**src/sv/reversible_deque_macros.svh**
```systemverilog
// Assertion helpers shared by the deque RTL.
// Checks compile away when SYNTHESIS is defined.
`ifndef REVERSIBLE_DEQUE_MACROS_SVH
`define REVERSIBLE_DEQUE_MACROS_SVH
`ifndef SYNTHESIS
// Check on every rising edge, switched off while reset is high
`define RDQ_ASSERT(lbl, clk, rst, prop) \
   lbl: assert property (@(posedge clk) disable iff (rst) prop) \
      else $error("reversible_deque: check failed");
// Check on every rising edge, reset included
`define RDQ_ASSERT_ALWAYS(lbl, clk, prop) \
   lbl: assert property (@(posedge clk) prop) \
      else $error("reversible_deque: check failed");
`else
`define RDQ_ASSERT(lbl, clk, rst, prop)
`define RDQ_ASSERT_ALWAYS(lbl, clk, prop)
`endif
`endif

```
**src/sv/rdq_pkg.sv**
```systemverilog
package rdq_pkg;

   // Default geometry of the ring
   localparam int DepthDefault     = 16;
   localparam int DataWidthDefault = 32;

   // Fixed widths of the channel fields
   localparam int FieldWidth  = 32;
   localparam int FuncWidth   = 3;
   localparam int StatusWidth = 2;

   // Operation codes; the remaining codes do nothing
   typedef enum logic [FuncWidth-1:0] {
      FuncPushFront = 3'd0,
      FuncPushBack  = 3'd1,
      FuncPopFront  = 3'd2,
      FuncPopBack   = 3'd3,
      FuncToggle    = 3'd4
   } func_type;

   // Result status codes
   typedef enum logic [StatusWidth-1:0] {
      StatusOk    = 2'd0,
      StatusFull  = 2'd1,
      StatusEmpty = 2'd2
   } status_type;

   // Per-result flags handed from the controller to the top level
   typedef struct packed {
      logic       pop_valid;
      status_type status;
      logic       reversed;
      logic       is_empty;
   } rsp_flags_type;

endpackage

```
**src/sv/rdq_ram.sv**
```systemverilog
module rdq_ram #(
   parameter int WIDTH = rdq_pkg::DataWidthDefault,
   parameter int DEPTH = rdq_pkg::DepthDefault
) (
   input  logic                     clock,
   input  logic                     wr_en,
   input  logic [$clog2(DEPTH)-1:0] wr_addr,
   input  logic [WIDTH-1:0]         wr_data,
   input  logic                     rd_en,
   input  logic [$clog2(DEPTH)-1:0] rd_a_addr,
   input  logic [$clog2(DEPTH)-1:0] rd_b_addr,
   output logic [WIDTH-1:0]         rd_a_data,
   output logic [WIDTH-1:0]         rd_b_data
);

   logic [WIDTH-1:0] mem_ff [DEPTH];
   logic [WIDTH-1:0] rd_a_ff;
   logic [WIDTH-1:0] rd_b_ff;

   // Write one word; read two words, old data on a clash
   always_ff @(posedge clock) begin
      if (wr_en) begin
         mem_ff[wr_addr] <= wr_data;
      end
      if (rd_en) begin
         rd_a_ff <= mem_ff[rd_a_addr];
         rd_b_ff <= mem_ff[rd_b_addr];
      end
   end

   assign rd_a_data = rd_a_ff;
   assign rd_b_data = rd_b_ff;

endmodule

```
**src/sv/rdq_ctrl.sv**
```systemverilog
`include "reversible_deque_macros.svh"

module rdq_ctrl #(
   parameter int DEPTH      = rdq_pkg::DepthDefault,
   parameter int DATA_WIDTH = rdq_pkg::DataWidthDefault
) (
   input  logic                          clock,
   input  logic                          reset,
   input  logic                          accept,
   input  logic [rdq_pkg::FuncWidth-1:0] func,
   input  logic [DATA_WIDTH-1:0]         word,
   input  logic [DATA_WIDTH-1:0]         rd_a_data,
   input  logic [DATA_WIDTH-1:0]         rd_b_data,
   output logic                          wr_en,
   output logic [$clog2(DEPTH)-1:0]      wr_addr,
   output logic [$clog2(DEPTH)-1:0]      rd_a_addr,
   output logic [$clog2(DEPTH)-1:0]      rd_b_addr,
   output logic [DATA_WIDTH-1:0]         pop_word,
   output logic [DATA_WIDTH-1:0]         front_word,
   output logic [DATA_WIDTH-1:0]         back_word,
   output logic [$clog2(DEPTH+1)-1:0]    entry_count,
   output rdq_pkg::rsp_flags_type        flags
);

   localparam int PtrWidth = $clog2(DEPTH);
   localparam int CntWidth = $clog2(DEPTH + 1);
   localparam logic [PtrWidth-1:0] PtrLast = PtrWidth'(DEPTH - 1);
   localparam logic [PtrWidth:0]   PtrWrap = (PtrWidth + 1)'(DEPTH);
   localparam logic [CntWidth-1:0] CntFull = CntWidth'(DEPTH);

   logic [PtrWidth-1:0]   head_ff, head_in;
   logic [CntWidth-1:0]   count_ff, count_in;
   logic                  rev_ff, rev_in;
   logic                  byp_a_ff, byp_a_in;
   logic                  byp_b_ff, byp_b_in;
   logic [DATA_WIDTH-1:0] byp_data_ff;
   logic [DATA_WIDTH-1:0] pop_word_ff, pop_word_in;
   rdq_pkg::rsp_flags_type flags_ff, flags_in;

   logic                  is_push, is_pop, at_front, full, empty;
   logic [PtrWidth-1:0]   head_dec, head_inc;
   logic [DATA_WIDTH-1:0] phys_front, phys_back;
   logic [PtrWidth-1:0]   wr_addr_c;
   logic                  wr_en_c;
   logic                  push_full, pop_any;

   // Add two ring offsets, wrapping once at the ring size
   function automatic logic [PtrWidth-1:0] ptr_add(input logic [PtrWidth-1:0] a,
                                                   input logic [PtrWidth-1:0] b);
      logic [PtrWidth:0] s;
      s = {1'b0, a} + {1'b0, b};
      if (s >= PtrWrap) begin
         s = s - PtrWrap;
      end
      return s[PtrWidth-1:0];
   endfunction

   // Words at both physical ends of the current state
   assign phys_front = byp_a_ff ? byp_data_ff : rd_a_data;
   assign phys_back  = byp_b_ff ? byp_data_ff : rd_b_data;

   assign head_dec = (head_ff == '0) ? PtrLast : head_ff - 1'b1;
   assign head_inc = (head_ff == PtrLast) ? '0 : head_ff + 1'b1;
   assign full     = (count_ff == CntFull);
   assign empty    = (count_ff == '0);

   assign is_push = (func == rdq_pkg::FuncPushFront) || (func == rdq_pkg::FuncPushBack);
   assign is_pop  = (func == rdq_pkg::FuncPopFront) || (func == rdq_pkg::FuncPopBack);

   // Work out which physical end the operation touches
   always_comb begin
      if (is_push) begin
         at_front = (func == rdq_pkg::FuncPushFront) == !rev_ff;
      end else begin
         at_front = (func == rdq_pkg::FuncPopFront) == !rev_ff;
      end
   end

   // Next state and result of one operation
   always_comb begin
      head_in     = head_ff;
      count_in    = count_ff;
      rev_in      = rev_ff;
      wr_en_c     = 1'b0;
      wr_addr_c   = ptr_add(head_ff, PtrWidth'(count_ff));
      pop_word_in = '0;
      flags_in    = '{pop_valid: 1'b0, status: rdq_pkg::StatusOk,
                      reversed: rev_ff, is_empty: 1'b0};
      case (func)
         rdq_pkg::FuncPushFront, rdq_pkg::FuncPushBack: begin
            if (full) begin
               flags_in.status = rdq_pkg::StatusFull;
            end else begin
               wr_en_c  = 1'b1;
               count_in = count_ff + 1'b1;
               if (at_front) begin
                  head_in   = head_dec;
                  wr_addr_c = head_dec;
               end
            end
         end
         rdq_pkg::FuncPopFront, rdq_pkg::FuncPopBack: begin
            if (empty) begin
               flags_in.status = rdq_pkg::StatusEmpty;
            end else begin
               flags_in.pop_valid = 1'b1;
               count_in           = count_ff - 1'b1;
               if (at_front) begin
                  pop_word_in = phys_front;
                  head_in     = head_inc;
               end else begin
                  pop_word_in = phys_back;
               end
            end
         end
         rdq_pkg::FuncToggle: begin
            rev_in = ~rev_ff;
         end
         default: begin
         end
      endcase
      flags_in.reversed = rev_in;
      flags_in.is_empty = (count_in == '0);
   end

   // Fetch both ends of the new state; forward a word written to the same entry
   assign rd_a_addr = head_in;
   assign rd_b_addr = ptr_add(head_in, PtrWidth'(count_in - 1'b1));
   assign byp_a_in  = wr_en_c && (wr_addr_c == rd_a_addr);
   assign byp_b_in  = wr_en_c && (wr_addr_c == rd_b_addr);
   assign wr_en     = accept && wr_en_c;
   assign wr_addr   = wr_addr_c;

   // Hold state and result until the next accepted word
   always_ff @(posedge clock) begin
      if (reset) begin
         head_ff  <= '0;
         count_ff <= '0;
         rev_ff   <= 1'b0;
         byp_a_ff <= 1'b0;
         byp_b_ff <= 1'b0;
         flags_ff <= '{pop_valid: 1'b0, status: rdq_pkg::StatusOk,
                       reversed: 1'b0, is_empty: 1'b1};
      end else if (accept) begin
         head_ff  <= head_in;
         count_ff <= count_in;
         rev_ff   <= rev_in;
         byp_a_ff <= byp_a_in;
         byp_b_ff <= byp_b_in;
         flags_ff <= flags_in;
      end
   end

   always_ff @(posedge clock) begin
      if (accept) begin
         byp_data_ff <= word;
         pop_word_ff <= pop_word_in;
      end
   end

   // Present logical ends of the state after the step
   assign front_word  = empty ? '0 : (rev_ff ? phys_back : phys_front);
   assign back_word   = empty ? '0 : (rev_ff ? phys_front : phys_back);
   assign pop_word    = pop_word_ff;
   assign entry_count = count_ff;
   assign flags       = flags_ff;

   // Flag the accepted operations that the checks look at
   assign push_full = accept && is_push && full;
   assign pop_any   = accept && is_pop && !empty;

   `RDQ_ASSERT(a_count_bound, clock, reset, count_ff <= CntFull)
   `RDQ_ASSERT(a_full_hold, clock, reset, push_full |=> $stable(count_ff) && $stable(head_ff))
   `RDQ_ASSERT(a_pop_decrements, clock, reset, pop_any |=> count_ff + 1'b1 == $past(count_ff))
   `RDQ_ASSERT(a_bypass_needs_write, clock, reset, accept && !wr_en_c |=> !byp_a_ff && !byp_b_ff)
   `RDQ_ASSERT_ALWAYS(a_reset_clears, clock, reset |=> count_ff == '0 && head_ff == '0 && !rev_ff)

endmodule

```
**src/sv/reversible_deque.sv**
```systemverilog
// Bounded double-ended queue of DEPTH words kept in a ring memory. Each request
// word carries one operation (push front, push back, pop front, pop back or
// toggle reverse) and yields exactly one response word with the popped word, a
// status (ok, push dropped because full, pop on empty) and the queue's front,
// back, count and reverse mode after the operation. One request is taken per
// clock cycle: the ring pointers and count update in the cycle the request is
// taken, and both ends of the new state are read from the two-read-port ring
// memory in that same cycle, so the response is ready in the next cycle. A
// response that is not taken holds the request side off until it is. No
// clearing pass is needed after reset: only entries that a push wrote are shown.
`include "reversible_deque_macros.svh"

module reversible_deque #(
   parameter int DEPTH      = rdq_pkg::DepthDefault,
   parameter int DATA_WIDTH = rdq_pkg::DataWidthDefault
) (
   input  logic                            clock,
   input  logic                            reset,
   input  logic                            req_valid,
   output logic                            req_ready,
   input  logic [rdq_pkg::FuncWidth-1:0]   req_func,
   input  logic [rdq_pkg::FieldWidth-1:0]  req_push_data,
   output logic                            rsp_valid,
   input  logic                            rsp_ready,
   output logic [rdq_pkg::FieldWidth-1:0]  rsp_pop_data,
   output logic                            rsp_pop_valid,
   output logic [rdq_pkg::StatusWidth-1:0] rsp_status,
   output logic [rdq_pkg::FieldWidth-1:0]  rsp_front_word,
   output logic [rdq_pkg::FieldWidth-1:0]  rsp_back_word,
   output logic [$clog2(DEPTH+1)-1:0]      rsp_entry_count,
   output logic                            rsp_is_empty,
   output logic                            rsp_reversed
);

   localparam int PtrWidth = $clog2(DEPTH);
   localparam int FW       = rdq_pkg::FieldWidth;

   logic                   rsp_valid_ff, rsp_valid_in;
   logic                   accept;
   logic [DATA_WIDTH-1:0]  word;
   logic                   wr_en;
   logic [PtrWidth-1:0]    wr_addr, rd_a_addr, rd_b_addr;
   logic [DATA_WIDTH-1:0]  rd_a_data, rd_b_data;
   logic [DATA_WIDTH-1:0]  pop_word, front_word, back_word;
   rdq_pkg::rsp_flags_type flags;

   // Take a request word when the response slot is free or being emptied
   assign req_ready = !rsp_valid_ff || rsp_ready;
   assign accept    = req_valid && req_ready;

   always_comb begin
      if (accept) begin
         rsp_valid_in = 1'b1;
      end else if (rsp_ready) begin
         rsp_valid_in = 1'b0;
      end else begin
         rsp_valid_in = rsp_valid_ff;
      end
   end

   always_ff @(posedge clock) begin
      if (reset) begin
         rsp_valid_ff <= 1'b0;
      end else begin
         rsp_valid_ff <= rsp_valid_in;
      end
   end

   // Fit the channel fields to the stored word width
   generate
      if (DATA_WIDTH == FW) begin : g_fit_equal
         assign word           = req_push_data;
         assign rsp_pop_data   = pop_word;
         assign rsp_front_word = front_word;
         assign rsp_back_word  = back_word;
      end else if (DATA_WIDTH > FW) begin : g_fit_wide
         assign word           = {{(DATA_WIDTH - FW){1'b0}}, req_push_data};
         assign rsp_pop_data   = pop_word[FW-1:0];
         assign rsp_front_word = front_word[FW-1:0];
         assign rsp_back_word  = back_word[FW-1:0];
      end else begin : g_fit_narrow
         assign word           = req_push_data[DATA_WIDTH-1:0];
         assign rsp_pop_data   = {{(FW - DATA_WIDTH){1'b0}}, pop_word};
         assign rsp_front_word = {{(FW - DATA_WIDTH){1'b0}}, front_word};
         assign rsp_back_word  = {{(FW - DATA_WIDTH){1'b0}}, back_word};
      end
   endgenerate

   rdq_ctrl #(
      .DEPTH      (DEPTH),
      .DATA_WIDTH (DATA_WIDTH)
   ) u_ctrl (
      .clock       (clock),
      .reset       (reset),
      .accept      (accept),
      .func        (req_func),
      .word        (word),
      .rd_a_data   (rd_a_data),
      .rd_b_data   (rd_b_data),
      .wr_en       (wr_en),
      .wr_addr     (wr_addr),
      .rd_a_addr   (rd_a_addr),
      .rd_b_addr   (rd_b_addr),
      .pop_word    (pop_word),
      .front_word  (front_word),
      .back_word   (back_word),
      .entry_count (rsp_entry_count),
      .flags       (flags)
   );

   rdq_ram #(
      .WIDTH (DATA_WIDTH),
      .DEPTH (DEPTH)
   ) u_ring (
      .clock     (clock),
      .wr_en     (wr_en),
      .wr_addr   (wr_addr),
      .wr_data   (word),
      .rd_en     (accept),
      .rd_a_addr (rd_a_addr),
      .rd_b_addr (rd_b_addr),
      .rd_a_data (rd_a_data),
      .rd_b_data (rd_b_data)
   );

   // Drive the response word
   assign rsp_valid     = rsp_valid_ff;
   assign rsp_pop_valid = flags.pop_valid;
   assign rsp_status    = flags.status;
   assign rsp_is_empty  = flags.is_empty;
   assign rsp_reversed  = flags.reversed;

   `RDQ_ASSERT(a_accept_gives_rsp, clock, reset, accept |=> rsp_valid_ff)
   `RDQ_ASSERT(a_rsp_holds, clock, reset, rsp_valid_ff && !rsp_ready |=> rsp_valid_ff)
   `RDQ_ASSERT(a_stall_on_full, clock, reset, rsp_valid_ff && !rsp_ready |-> !req_ready)

endmodule
```
**config.mk**
```make
export PLATFORM = sky130hd
export DESIGN_NAME = reversible_deque
export DESIGN_NICKNAME = d
export VERILOG_FILES = /design/src/sv/rdq_pkg.sv /design/src/sv/rdq_ram.sv /design/src/sv/rdq_ctrl.sv /design/src/sv/reversible_deque.sv
export VERILOG_INCLUDE_DIRS = /design/src /design/src/sv
export SDC_FILE = /design/constraint.sdc
export NUM_CORES = 1
export LEC_CHECK = 0
export BUFFER_PORTS_ARGS = -buffer_cell sky130_fd_sc_hd__buf_2
export CORE_AREA = 2 2 258 260
export CTS_CLUSTER_DIAMETER = 40
export CTS_CLUSTER_SIZE = 14
export DETAILED_ROUTE_END_ITERATION = 16
export DIE_AREA = 0 0 260 262
export HOLD_SLACK_MARGIN = 0.05
export PLACE_DENSITY_LB_ADDON = 0.2
export SYNTH_ARGS = -nofsm -noshare
export SYNTH_HDL_FRONTEND = slang
export SYNTH_SLANG_ARGS = --single-unit
export TNS_END_PERCENT = 100
```
**constraint.sdc**
```tcl
create_clock -name clock -period 11.5 [get_ports clock]
set_input_delay 0.575 -clock clock [delete_from_list [all_inputs] [get_ports clock]]
set_output_delay 0.575 -clock clock [all_outputs]
set_load 0.05 [all_outputs]
```
== Yosys cells after proc, flatten, opt, wreduce, memory -nomap -nowiden ==
Memory sizes are Yosys's and may differ from the RTL's. A register that Yosys moved wholly into a read port is not among the register bits.
Cells that the tools add are included.

* Flip-flop bits (word level): 81
* Bits in writable memories: 512
* Input bits: 39
* Output and inout bits: 108
* Logic and storage cells: 87
* Memories: 1

{| class="wikitable"
|+ Memory list
! memory !! words !! width !! read ports !! clocked after Yosys merged registers in !! wr ports !! RTL line !! RTL
|-
| u_ring.mem_ff || 16 || 32 || 2 || 2 || 1 || rdq_ram.sv:16 || <nowiki>logic [WIDTH-1:0] mem_ff [DEPTH];</nowiki>
|}

* Add/sub/neg operators: 9
* Magnitude comparators: 2
* Equal/unequal tests: 10
* Multiplexer cells: 35
* Bitwise gates (word level): 2
* Reduce and logical (&&, ||, !) cells: 17

{| class="wikitable"
|+ Operators by type and width
! kind !! number
|-
| 32-bit two-way mux || 7
|-
| 4-bit two-way mux || 11
|-
| 4-bit by 1-bit subtractor with 4-bit output (second input constant) || 4
|-
| 1-bit two-way mux || 11
|-
| 4-bit by 4-bit adder with 5-bit output || 2
|-
| 5-bit greater-or-equal comparator (second input constant) || 2
|-
| 5-bit zero test || 2
|-
| 5-bit two-way mux || 2
|-
| 5-bit case mux with 2 select lines || 1
|-
| 4-bit == test || 2
|-
| 4-bit case mux with 2 select lines || 1
|-
| 3-bit by 2-bit == test with 1-bit output (second input constant) || 2
|-
| 2-bit OR reduction || 3
|-
| 5-bit by 1-bit adder with 5-bit output (second input constant) || 1
|-
| 5-bit == test (second input constant) || 1
|-
| 5-bit by 1-bit subtractor with 5-bit output (second input constant) || 1
|-
| 4-bit by 1-bit adder with 4-bit output (second input constant) || 1
|-
| 4-bit == test (second input constant) || 1
|-
| 1-bit logical AND || 4
|-
| 4-bit zero test || 1
|-
| 2-bit case mux with 2 select lines || 1
|-
| 3-bit by 1-bit == test with 1-bit output (second input constant) || 1
|-
| 3-bit == test (second input constant) || 1
|-
| 3-bit zero test || 1
|-
| other kinds (7) || 11
|}

== Depth between registers and ports, before layout ==
Gate-level depths: netlist of the first run.

* Depth after elaboration: 11
* Depth in mapped cells: 22
* Gate-level depth less buffers: 15

== By module ==
A second synthesis of the first run with hierarchy kept.

* Cell total of the unflattened synthesis: 1772
* Area total of the unflattened synthesis: 30575.6 um^2

{| class="wikitable"
|+ Modules (own cells, without submodules)
! module !! instances !! cells an instance !! area each (um^2) !! seq. area each (um^2)
|-
| rdq_ram || 1 || 1141 || 24828.8 || 17296.6
|-
| rdq_ctrl || 1 || 626 || 5691.7 || 2242.2
|-
| reversible_deque || 1 || 5 || 55.1 || 20.0
|}

== Worst setup path before layout of the first run ==
Ideal clock, no wire load.

* Path kind: register to register
* Start point: register u_ctrl.count_ff[1] (netlist: u_ctrl.entry_count[1])
* End point: register u_ring.rd_b_ff[1] (netlist: u_ring.rd_b_data[1]) (read register of u_ring.mem_ff) (data pin)
* Arrival: 5599 ps
* Data required time: 11233 ps
* Slack: 5635 ps
* Cell stages (with the launch flop): 21
* Path buffers: 8
* Path through: dfxtp_1 -> clkbuf_1 -> inv_1 -> ha_1 -> nor4bb_2 -> buf_6 -> or3_1 -> clkbuf_1 -> a211oi_1 -> o22ai_2 -> buf_4 -> buf_2 -> inv_1 -> ha_1 -> fa_1 -> clkbuf_1 -> clkbuf_1 -> clkbuf_1 -> mux4_2 -> o211ai_1 -> o21ai_0

* Elaborated cells between the ends (all ways): 15

{| class="wikitable"
|+ RTL lines
! element !! RTL line !! RTL
|-
| start, declared || rdq_ctrl.sv:32 || <nowiki>logic [CntWidth-1:0] count_ff, count_in;</nowiki>
|-
| start signal, assigned || rdq_ctrl.sv:146 || <nowiki>count_ff <= count_in;</nowiki>
|-
| 5-bit == test or 5-bit zero test (tied branches) || rdq_ctrl.sv:64, rdq_ctrl.sv:65 ||
|-
| 4-bit two-way mux (on tied branches) || rdq_ctrl.sv:91, rdq_ctrl.sv:103 ||
|-
| 4-bit case mux with 2 select lines (*) || rdq_ctrl.sv:89 || <nowiki>case (func)</nowiki>
|-
| via rd_a_addr[0] || reversible_deque.sv:42 || <nowiki>logic [PtrWidth-1:0] wr_addr, rd_a_addr, rd_b_addr;</nowiki>
|-
| 4-bit by 4-bit adder with 5-bit output (*) || rdq_ctrl.sv:51 || <nowiki>s = {1'b0, a} + {1'b0, b};</nowiki>
|-
| 4-bit by 1-bit subtractor with 4-bit output or 5-bit greater-or-equal comparator (tied branches) || rdq_ctrl.sv:53, rdq_ctrl.sv:52 ||
|-
| 4-bit two-way mux (*) || rdq_ctrl.sv:52 || <nowiki>if (s >= PtrWrap) begin</nowiki>
|-
| end, declared || rdq_ram.sv:18 || <nowiki>logic [WIDTH-1:0] rd_b_ff;</nowiki>
|}

Mark *: on every way through the listed nets, which the timed path passes. The rest lies on a longest branch.
A chain may end at the register's enable or synchronous reset.

== Final worst setup path of the first run ==
* Start point: register u_ctrl.count_ff[1] (netlist: u_ctrl.entry_count[1])
* End point: register u_ring.rd_b_ff[18] (netlist: u_ring.rd_b_data[18]) (read register of u_ring.mem_ff) (data pin)

* Longest elaborated chain between the ends: 7
* Elaborated cells between the ends (all ways): 15

{| class="wikitable"
|+ RTL lines
! element !! RTL line !! RTL
|-
| 5-bit by 1-bit subtractor with 5-bit output (tied with other cells) || rdq_ctrl.sv:107 || <nowiki>count_in = count_ff - 1'b1;</nowiki>
|-
| 5-bit two-way mux (on tied branches) || rdq_ctrl.sv:103, rdq_ctrl.sv:91 ||
|-
| 5-bit case mux with 2 select lines || rdq_ctrl.sv:89 ||
|-
| 4-bit by 1-bit subtractor with 4-bit output || rdq_ctrl.sv:128 || <nowiki>assign rd_b_addr = ptr_add(head_in, PtrWidth'(count_in - 1'b1));</nowiki>
|-
| 4-bit by 4-bit adder with 5-bit output (*) || rdq_ctrl.sv:51 ||
|-
| 4-bit by 1-bit subtractor with 4-bit output or 5-bit greater-or-equal comparator (tied branches) || rdq_ctrl.sv:53, rdq_ctrl.sv:52 ||
|-
| 4-bit two-way mux (*) || rdq_ctrl.sv:52 ||
|}

Every way passes the cells marked *; elsewhere a longest branch is shown, timed or not.

==> flow_summary.toml, run 1 <==
[yosys]
synth_area_mm2 = 0.0318
syn_inst = 2327
synth_compound_area_share_pct = 11.3
synth_cell_types = 70
synth_seq_area_share_pct = 61.5
synth_top_family_by_area = "multiplexers"
yosys_warnings = 0
ys.flop_type = "edfxtp_1"
synth_nets = 2380
async_flop_share_pct = 0
synth_xor_area_share_pct = 0.759
synth_mux_area_share_pct = 12.2
avgSynthCellArea_um2 = 13.7
synth_edf_count = 640
synth-seq-cells = 657
synthAdderAreaFrac_pct = 0.598
synthSimpleGateAreaFrac_pct = 10.3

[sta]
timing.hold.ws_ps = 175
fin_ws_ps = 4120
period_share_pct = 64.1
setup_viol = 0
min_period_ps = 7380
hold_viol_final = 0
skew_ps = 27.7
fmax_ghz = 0.136
finalSetupTns_ps = 0
worstMarginPinSlew_ps = 1250
rsz0062_at_grt = "no"
finalMaxSlewViolations = 0
max-slew-margin-rel_pct = 16.5

[layout]
postLayoutCoreUtil_pct = 56.3
nets = 2460
mostFrequentLayoutCells = "edfxtp_1 (640), nand2_1 (281), a211oi_1 (195), nor2_1 (154), buf_2 (146)"
postLayoutCellArea_mm2 = 0.0367
final_common_cell = "edfxtp_1"
drive_gt1_share_pct = 22.7
synthToLayoutAreaGrowth_pct = 15.4

[die]
die-area_mm2 = 0.0681
die_x_um = 260
start_util_pct = 48.7
core.rowCount = 94
ios = 147
core_area_mm2 = 0.0653
dieHeight_um = 262

[placement]
place_ws_ps = 4190
hpwl_mm = 47.9
port-buffer-count = 146
place_congestion = 0.839
detailed_place.area_mm2 = 0.0332

[worst_setup_path]
worst_setup_path_end_kind = "flip-flop"
slowest_stage = "fa_4"
path_class = "reg -> reg"
ff2ff_setup_slack_ps = 4120
cp-startpoint = "u_ctrl.entry_count[1]$_SDFFE_PP0P_"
critPathMaxStageDelay_ps = 1450
cp-start-kind = "flip-flop"
reg2regPathDepth = 14
r2r-end = "u_ring.rd_b_data[18]$_DFFE_PP_"
crit_buf_inv = 4
timing.rr.start = "u_ctrl.entry_count[1]$_SDFFE_PP0P_"
critPathTopFamily = "simple AND/OR/NAND/NOR gates"
cp.required_ps = 11870
crit_chain = "inv_1 > ha_1 > nor4bb_2 > or4_1 > o32a_2 > buf_12 > and2_4 > inv_6 > fa_4 > buf_4 > mux4_2 > nand2b_1 > o211ai_1 > o21ai_0"
crit_arrival_ps = 7750
path_max_fanout = 129

[global_route]
track_usage_pct = 27.5
met1_usage_pct = 37.9
grt_pass1_vias = 21986
antenna_found_initial = 4
busiest_layer = "met2"
overflow = 0
use_met3_pct = 5.10
use_met2_pct = 43.6
grt_max_degree = 194
grt_pass1_wl_mm = 138

[cts]
cts_setup_buffers = 0
post_cts_resized = 0
cts_tree = "built"
clockBufferDepth = 3
clk_latency_ps = 660
cts.sinks = 657
hold_buffers = 0
htreeDepth = 3
clkSlewWorstSetupHoldPaths_ps = 50
cts-buffers-inserted = 101
cts_root_buf = "clkbuf_16"

[route]
vias = 22043
drt_iter0_markers = 2397
first_pass_iters = 9
viasPerCell = 6.56
route.detailed.drc = 0
ant_nets = 0
wl_per_cell_um = 27.8
drt_wl_total_mm = 93.5

[pwr]
ir_drop_mv = 0.119
switchingPower_w = 0.00230
internal_power_w = 0.00537
clkPwrFrac_pct = 40.8
pwr-share-comb_pct = 22.5
power_density_mw_per_mm2 = 209
swShare_pct = 30.0
pwr-share-seq_pct = 36.7
p_leak_nw = 12.6

[run_status]
outcome = "complete, no violations"

[min_path]
min_to = "rsp_valid$_SDFFE_PP0P_"
hp-class = "in -> reg"
min-delay-start = "req_valid"
holdPathStages = 3

[flow_run]
maxCapViolCount = 0
==> layer usage <==
layer | share of wire [%] | routed length, um
met5 | 0.0075 | 7
met4 | 2.8 | 2650
met3 | 10 | 9570
met2 | 47 | 43600
met1 | 40 | 37700
==> cell families (layout without fill, tap and decap cells) <==
group | count (synthesis) | count (layout)
buffers and inverters | 232 | 395
and+or+nand+nor | 693 | 693
adders and majority gates | 14 | 14
xor gates and xnor gates | 26 | 26
DFF | 657 | 657
other | 0 | 4
muxes | 225 | 225
AOI/OAI and AO/OA | 480 | 480
==> worst max-delay path by stage <==
stage	endpoint	slack [ps]	cells past startpoint
6_report	u_ring.rd_b_data[18]$_DFFE_PP_	4120	14
5_1_grt	u_ring.rd_b_data[15]$_DFFE_PP_	3740	14
4_1_cts	u_ring.rd_b_data[18]$_DFFE_PP_	4210	14
3_5_place_dp	u_ring.rd_b_data[18]$_DFFE_PP_	4190	15
3_3_place_gp	u_ring.rd_b_data[13]$_DFFE_PP_	4350	14
2_1_floorplan	u_ring.rd_b_data[1]$_DFFE_PP_	5630	20
==> stage by stage <==
| step | total power (W) | cells |
|---|---|---|
| floorplan | 0.00412 | 2327 |
| global placement | 0.00455 | 3168 |
| detailed placement | 0.00458 | 3168 |
| CTS | 0.00770 | 3354 |
| global route | 0.00794 | 3356 |
| finish | 0.00766 | 3358 |
==> sequential cells by signal (all words and copies together), names as in the netlist <==
register,cells
rsp_valid,1
u_ctrl.byp_a_ff,1
u_ctrl.byp_b_ff,1
u_ctrl.byp_data_ff,32
u_ctrl.entry_count,5
u_ctrl.flags,5
u_ctrl.head_ff,4
u_ctrl.pop_word,32
u_ring.mem_ff,512
u_ring.rd_a_data,32
u_ring.rd_b_data,32
==> cells in the mapped netlist, types with 33 or more instances <==
cell type,instances,area [um^2]
mux4_2,128,2880
a311oi_1,130,1140
a211oi_1,195,1460
buf_2,54,270
or4_1,33,248
nor2_1,170,638
nand2b_1,39,244
and3_1,128,801
clkbuf_1,115,432
mux2i_1,65,651
nand2_1,281,1050
edfxtp_1,640,19200
a21oi_1,55,275
==> power by group through the flow <==
stage          clock network, W  logic, W  registers [W]
6_report                0.00313   0.00173        0.00281
5_1_grt                 0.00327   0.00185        0.00282
4_1_cts                 0.00316   0.00173        0.00281
3_5_place_dp                  0   0.00172        0.00286
3_3_place_gp                  0   0.00170        0.00285
2_1_floorplan                 0   0.00125        0.00287
==> tightest hold or removal path, stage by stage <==
cell,delay [ps]
buf_2,100
inv_1,40
a21oi_1,50
==> area by class of cell <==
type / count / area, um^2
antenna: 4 / 10.0
fill: 5208 / 28500
clock buffer: 111 / 2590
multi-input combinational: 1438 / 11400
sequential: 657 / 19600
tap: 864 / 1080
clock inverter: 75 / 916
inverter: 18 / 77.6
timing repair buffer: 191 / 1110
Power figures use the tool's default switching activity.
==> run 2: changes to the inputs <==
==> constraint.sdc (replaced) <==
create_clock -name clock -period 7.07 [get_ports clock]
set_input_delay 0.3535 -clock clock [delete_from_list [all_inputs] [get_ports clock]]
set_output_delay 0.3535 -clock clock [all_outputs]
set_load 0.05 [all_outputs]
==> run 2 against run 1 <==
Net effect:
- critical path type unchanged
- core utilization up 0.24 points
- global-route usage down 0.51 points
- register-to-register slack worse by 2800 ps
- first-iteration DRC count increased by 9.0%
- via count fell by 0.71%
- setup slack got worse by 2800 ps
- cell area increased by 0.42%
- routed wire length down 1.5%
- total power increased by 64%
==> flow_summary.toml, run 2 (synthesized netlist as in run 1, its figures left out) <==
[run_status]
outcome = "complete, no violations"

[layout]
nets = 2467
final_common_cell = "edfxtp_1"
seqCellArea_mm2 = 0.0196
num-fill-cells = 5071
top_register = "u_ring.mem_ff"
synthToLayoutAreaGrowth_pct = 15.9
mostFrequentLayoutCells = "edfxtp_1 (640), nand2_1 (281), a211oi_1 (195), nor2_1 (154), buf_2 (146)"
largest_register_ffs = 512
drive_gt1_share_pct = 22.8
multi_input_area_mm2 = 0.0114

[cts]
htreeDepth = 3
post_cts_resized = 0
cts_setup_buffers = 0
cts_root_buf = "clkbuf_16"
clockBufferDepth = 3
cts_tree = "built"
cts-buffers-inserted = 100
clkSlewWorstSetupHoldPaths_ps = 60
clk_latency_ps = 660
cts.sinks = 657

[sta]
worstMarginPinSlew_ps = 1220
setup_viol = 0
min_period_ps = 5750
finalMaxSlewViolations = 0
max-slew-margin-rel_pct = 18.8
period_share_pct = 81.4
skew_ps = 25.8
fmax_ghz = 0.174
finalSetupTns_ps = 0
rsz0062_at_grt = "no"
hold_viol_final = 0

[min_path]
hp-class = "in -> reg"
min-delay-start = "req_push_data[29]"

[global_route]
grt_max_degree = 171
antenna_found_initial = 2
met1_usage_pct = 36.0
track_usage_pct = 27.0
use_met3_pct = 4.44
busiest_layer = "met2"
use_met2_pct = 44.6
grt_pass1_vias = 21572
overflow = 0
grt_pass1_wl_mm = 135

[die]
die-area_mm2 = 0.0681
ios = 147
die_x_um = 260
start_util_pct = 48.7
dieHeight_um = 262
core_area_mm2 = 0.0653
core.rowCount = 94

[route]
first_pass_iters = 5
wl_per_cell_um = 27.4
vias = 21887
drt_wl_total_mm = 92.1
route.detailed.drc = 0
ant_nets = 0
viasPerCell = 6.50
drt_iter0_markers = 2613

[worst_setup_path]
worstSetupEndpoint = "u_ring.rd_b_data[16]$_DFFE_PP_"
r2r-end = "u_ring.rd_b_data[16]$_DFFE_PP_"
path_max_fanout = 69
crit_chain = "inv_1 > ha_1 > nor4bb_2 > o311ai_0 > o31a_2 > and2_4 > inv_6 > fa_4 > buf_12 > mux4_2 > nand2b_1 > o211ai_1 > o21ai_0"
cp-startpoint = "u_ctrl.entry_count[1]$_SDFFE_PP0P_"
path_depth = 13
critPathTopFamily = "adder cells"
cp-start-kind = "flip-flop"
worst_setup_path_end_kind = "flip-flop"
ff2ff_setup_slack_ps = 1320
critPathMaxStageDelay_ps = 1350
crit_buf_inv = 3
cp.required_ps = 7460
path_class = "reg -> reg"
reg2regPathDepth = 13
slowest_stage = "fa_4"
crit_arrival_ps = 6150
timing.rr.start = "u_ctrl.entry_count[1]$_SDFFE_PP0P_"

[placement]
hpwl_mm = 49.9
place_congestion = 0.896
port-buffer-count = 146

[pwr]
p_leak_nw = 12.7
ir_drop_mv = 0.212
finalPower_w = 0.0126
power_density_mw_per_mm2 = 340

[flow_run]
maxCapViolCount = 0
## run 2: worst min-delay path by stage
stage,endpoint,slack [ps],cells past startpoint
floorplan,u_ctrl.byp_data_ff[0]$_DFFE_PP_,450,0
global placement,u_ctrl.flags[3]$_SDFFE_PP0P_,440,2
detailed placement,u_ctrl.flags[2]$_SDFFE_PP0P_,450,2
CTS,u_ring.mem_ff[4][29]$_DFFE_PP_,60,1
global route,u_ring.mem_ff[5][0]$_DFFE_PP_,80,1
finish,u_ring.mem_ff[4][29]$_DFFE_PP_,80,1
## run 2: final cells by class
type                    count  area share (%)
diodes                      1         0.00678
clock buffers             108            6.92
clock inverters            81            2.65
inverters                  18           0.210
multi-input cells        1438            30.9
flip-flops and latches    657            53.0
well taps                 864            2.93
repair buffers            199            3.36
## run 2: worst reg2reg max path, cell delays in order, from the launching register on
cell and delay, ps:
dfxtp_1 540, inv_1 200, ha_1 290, nor4bb_2 250, o311ai_0 380, o31a_2 720
and2_4 300, inv_6 170, fa_4 1360, buf_12 360, mux4_2 540, nand2b_1 160
o211ai_1 130, o21ai_0 120
## run 2: repair_timing
item,in CTS,in global routing
endpoints found under the hold margin,21,0
setup endpoints to repair,0,0
hold buffers,4,0
## run 2: metal layers
metal | up-vias | share of wire (%)
met5 | - | 0.014
met4 | 2 | 3.1
met3 | 210 | 8.4
met2 | 1121 | 48
met1 | 11065 | 40
li1 | 9489 | -
## run 2: report_power, final
| part | internal [W] | switching (W) |
|---|---|---|
| clock | 0.00322 | 0.00192 |
| sequential | 0.00450 | 0.0000769 |
| combinational | 0.00111 | 0.00174 |
| total | 0.00883 | 0.00373 |
## run 2: metrics by stage
stage               std cells  hold WS, ps  cell area [um^2]  setup WS, ps  util [%]
finish                   3366         75.3             36900          1320      56.5
CTS                      3365         55.6             36900          1300      56.5
global route             3365         83.8             36900           959      56.5
global placement         3172          436             33300          1420      51.0
detailed placement       3172          447             33300          1320      51.0
floorplan                2327          452             31800          1200         -
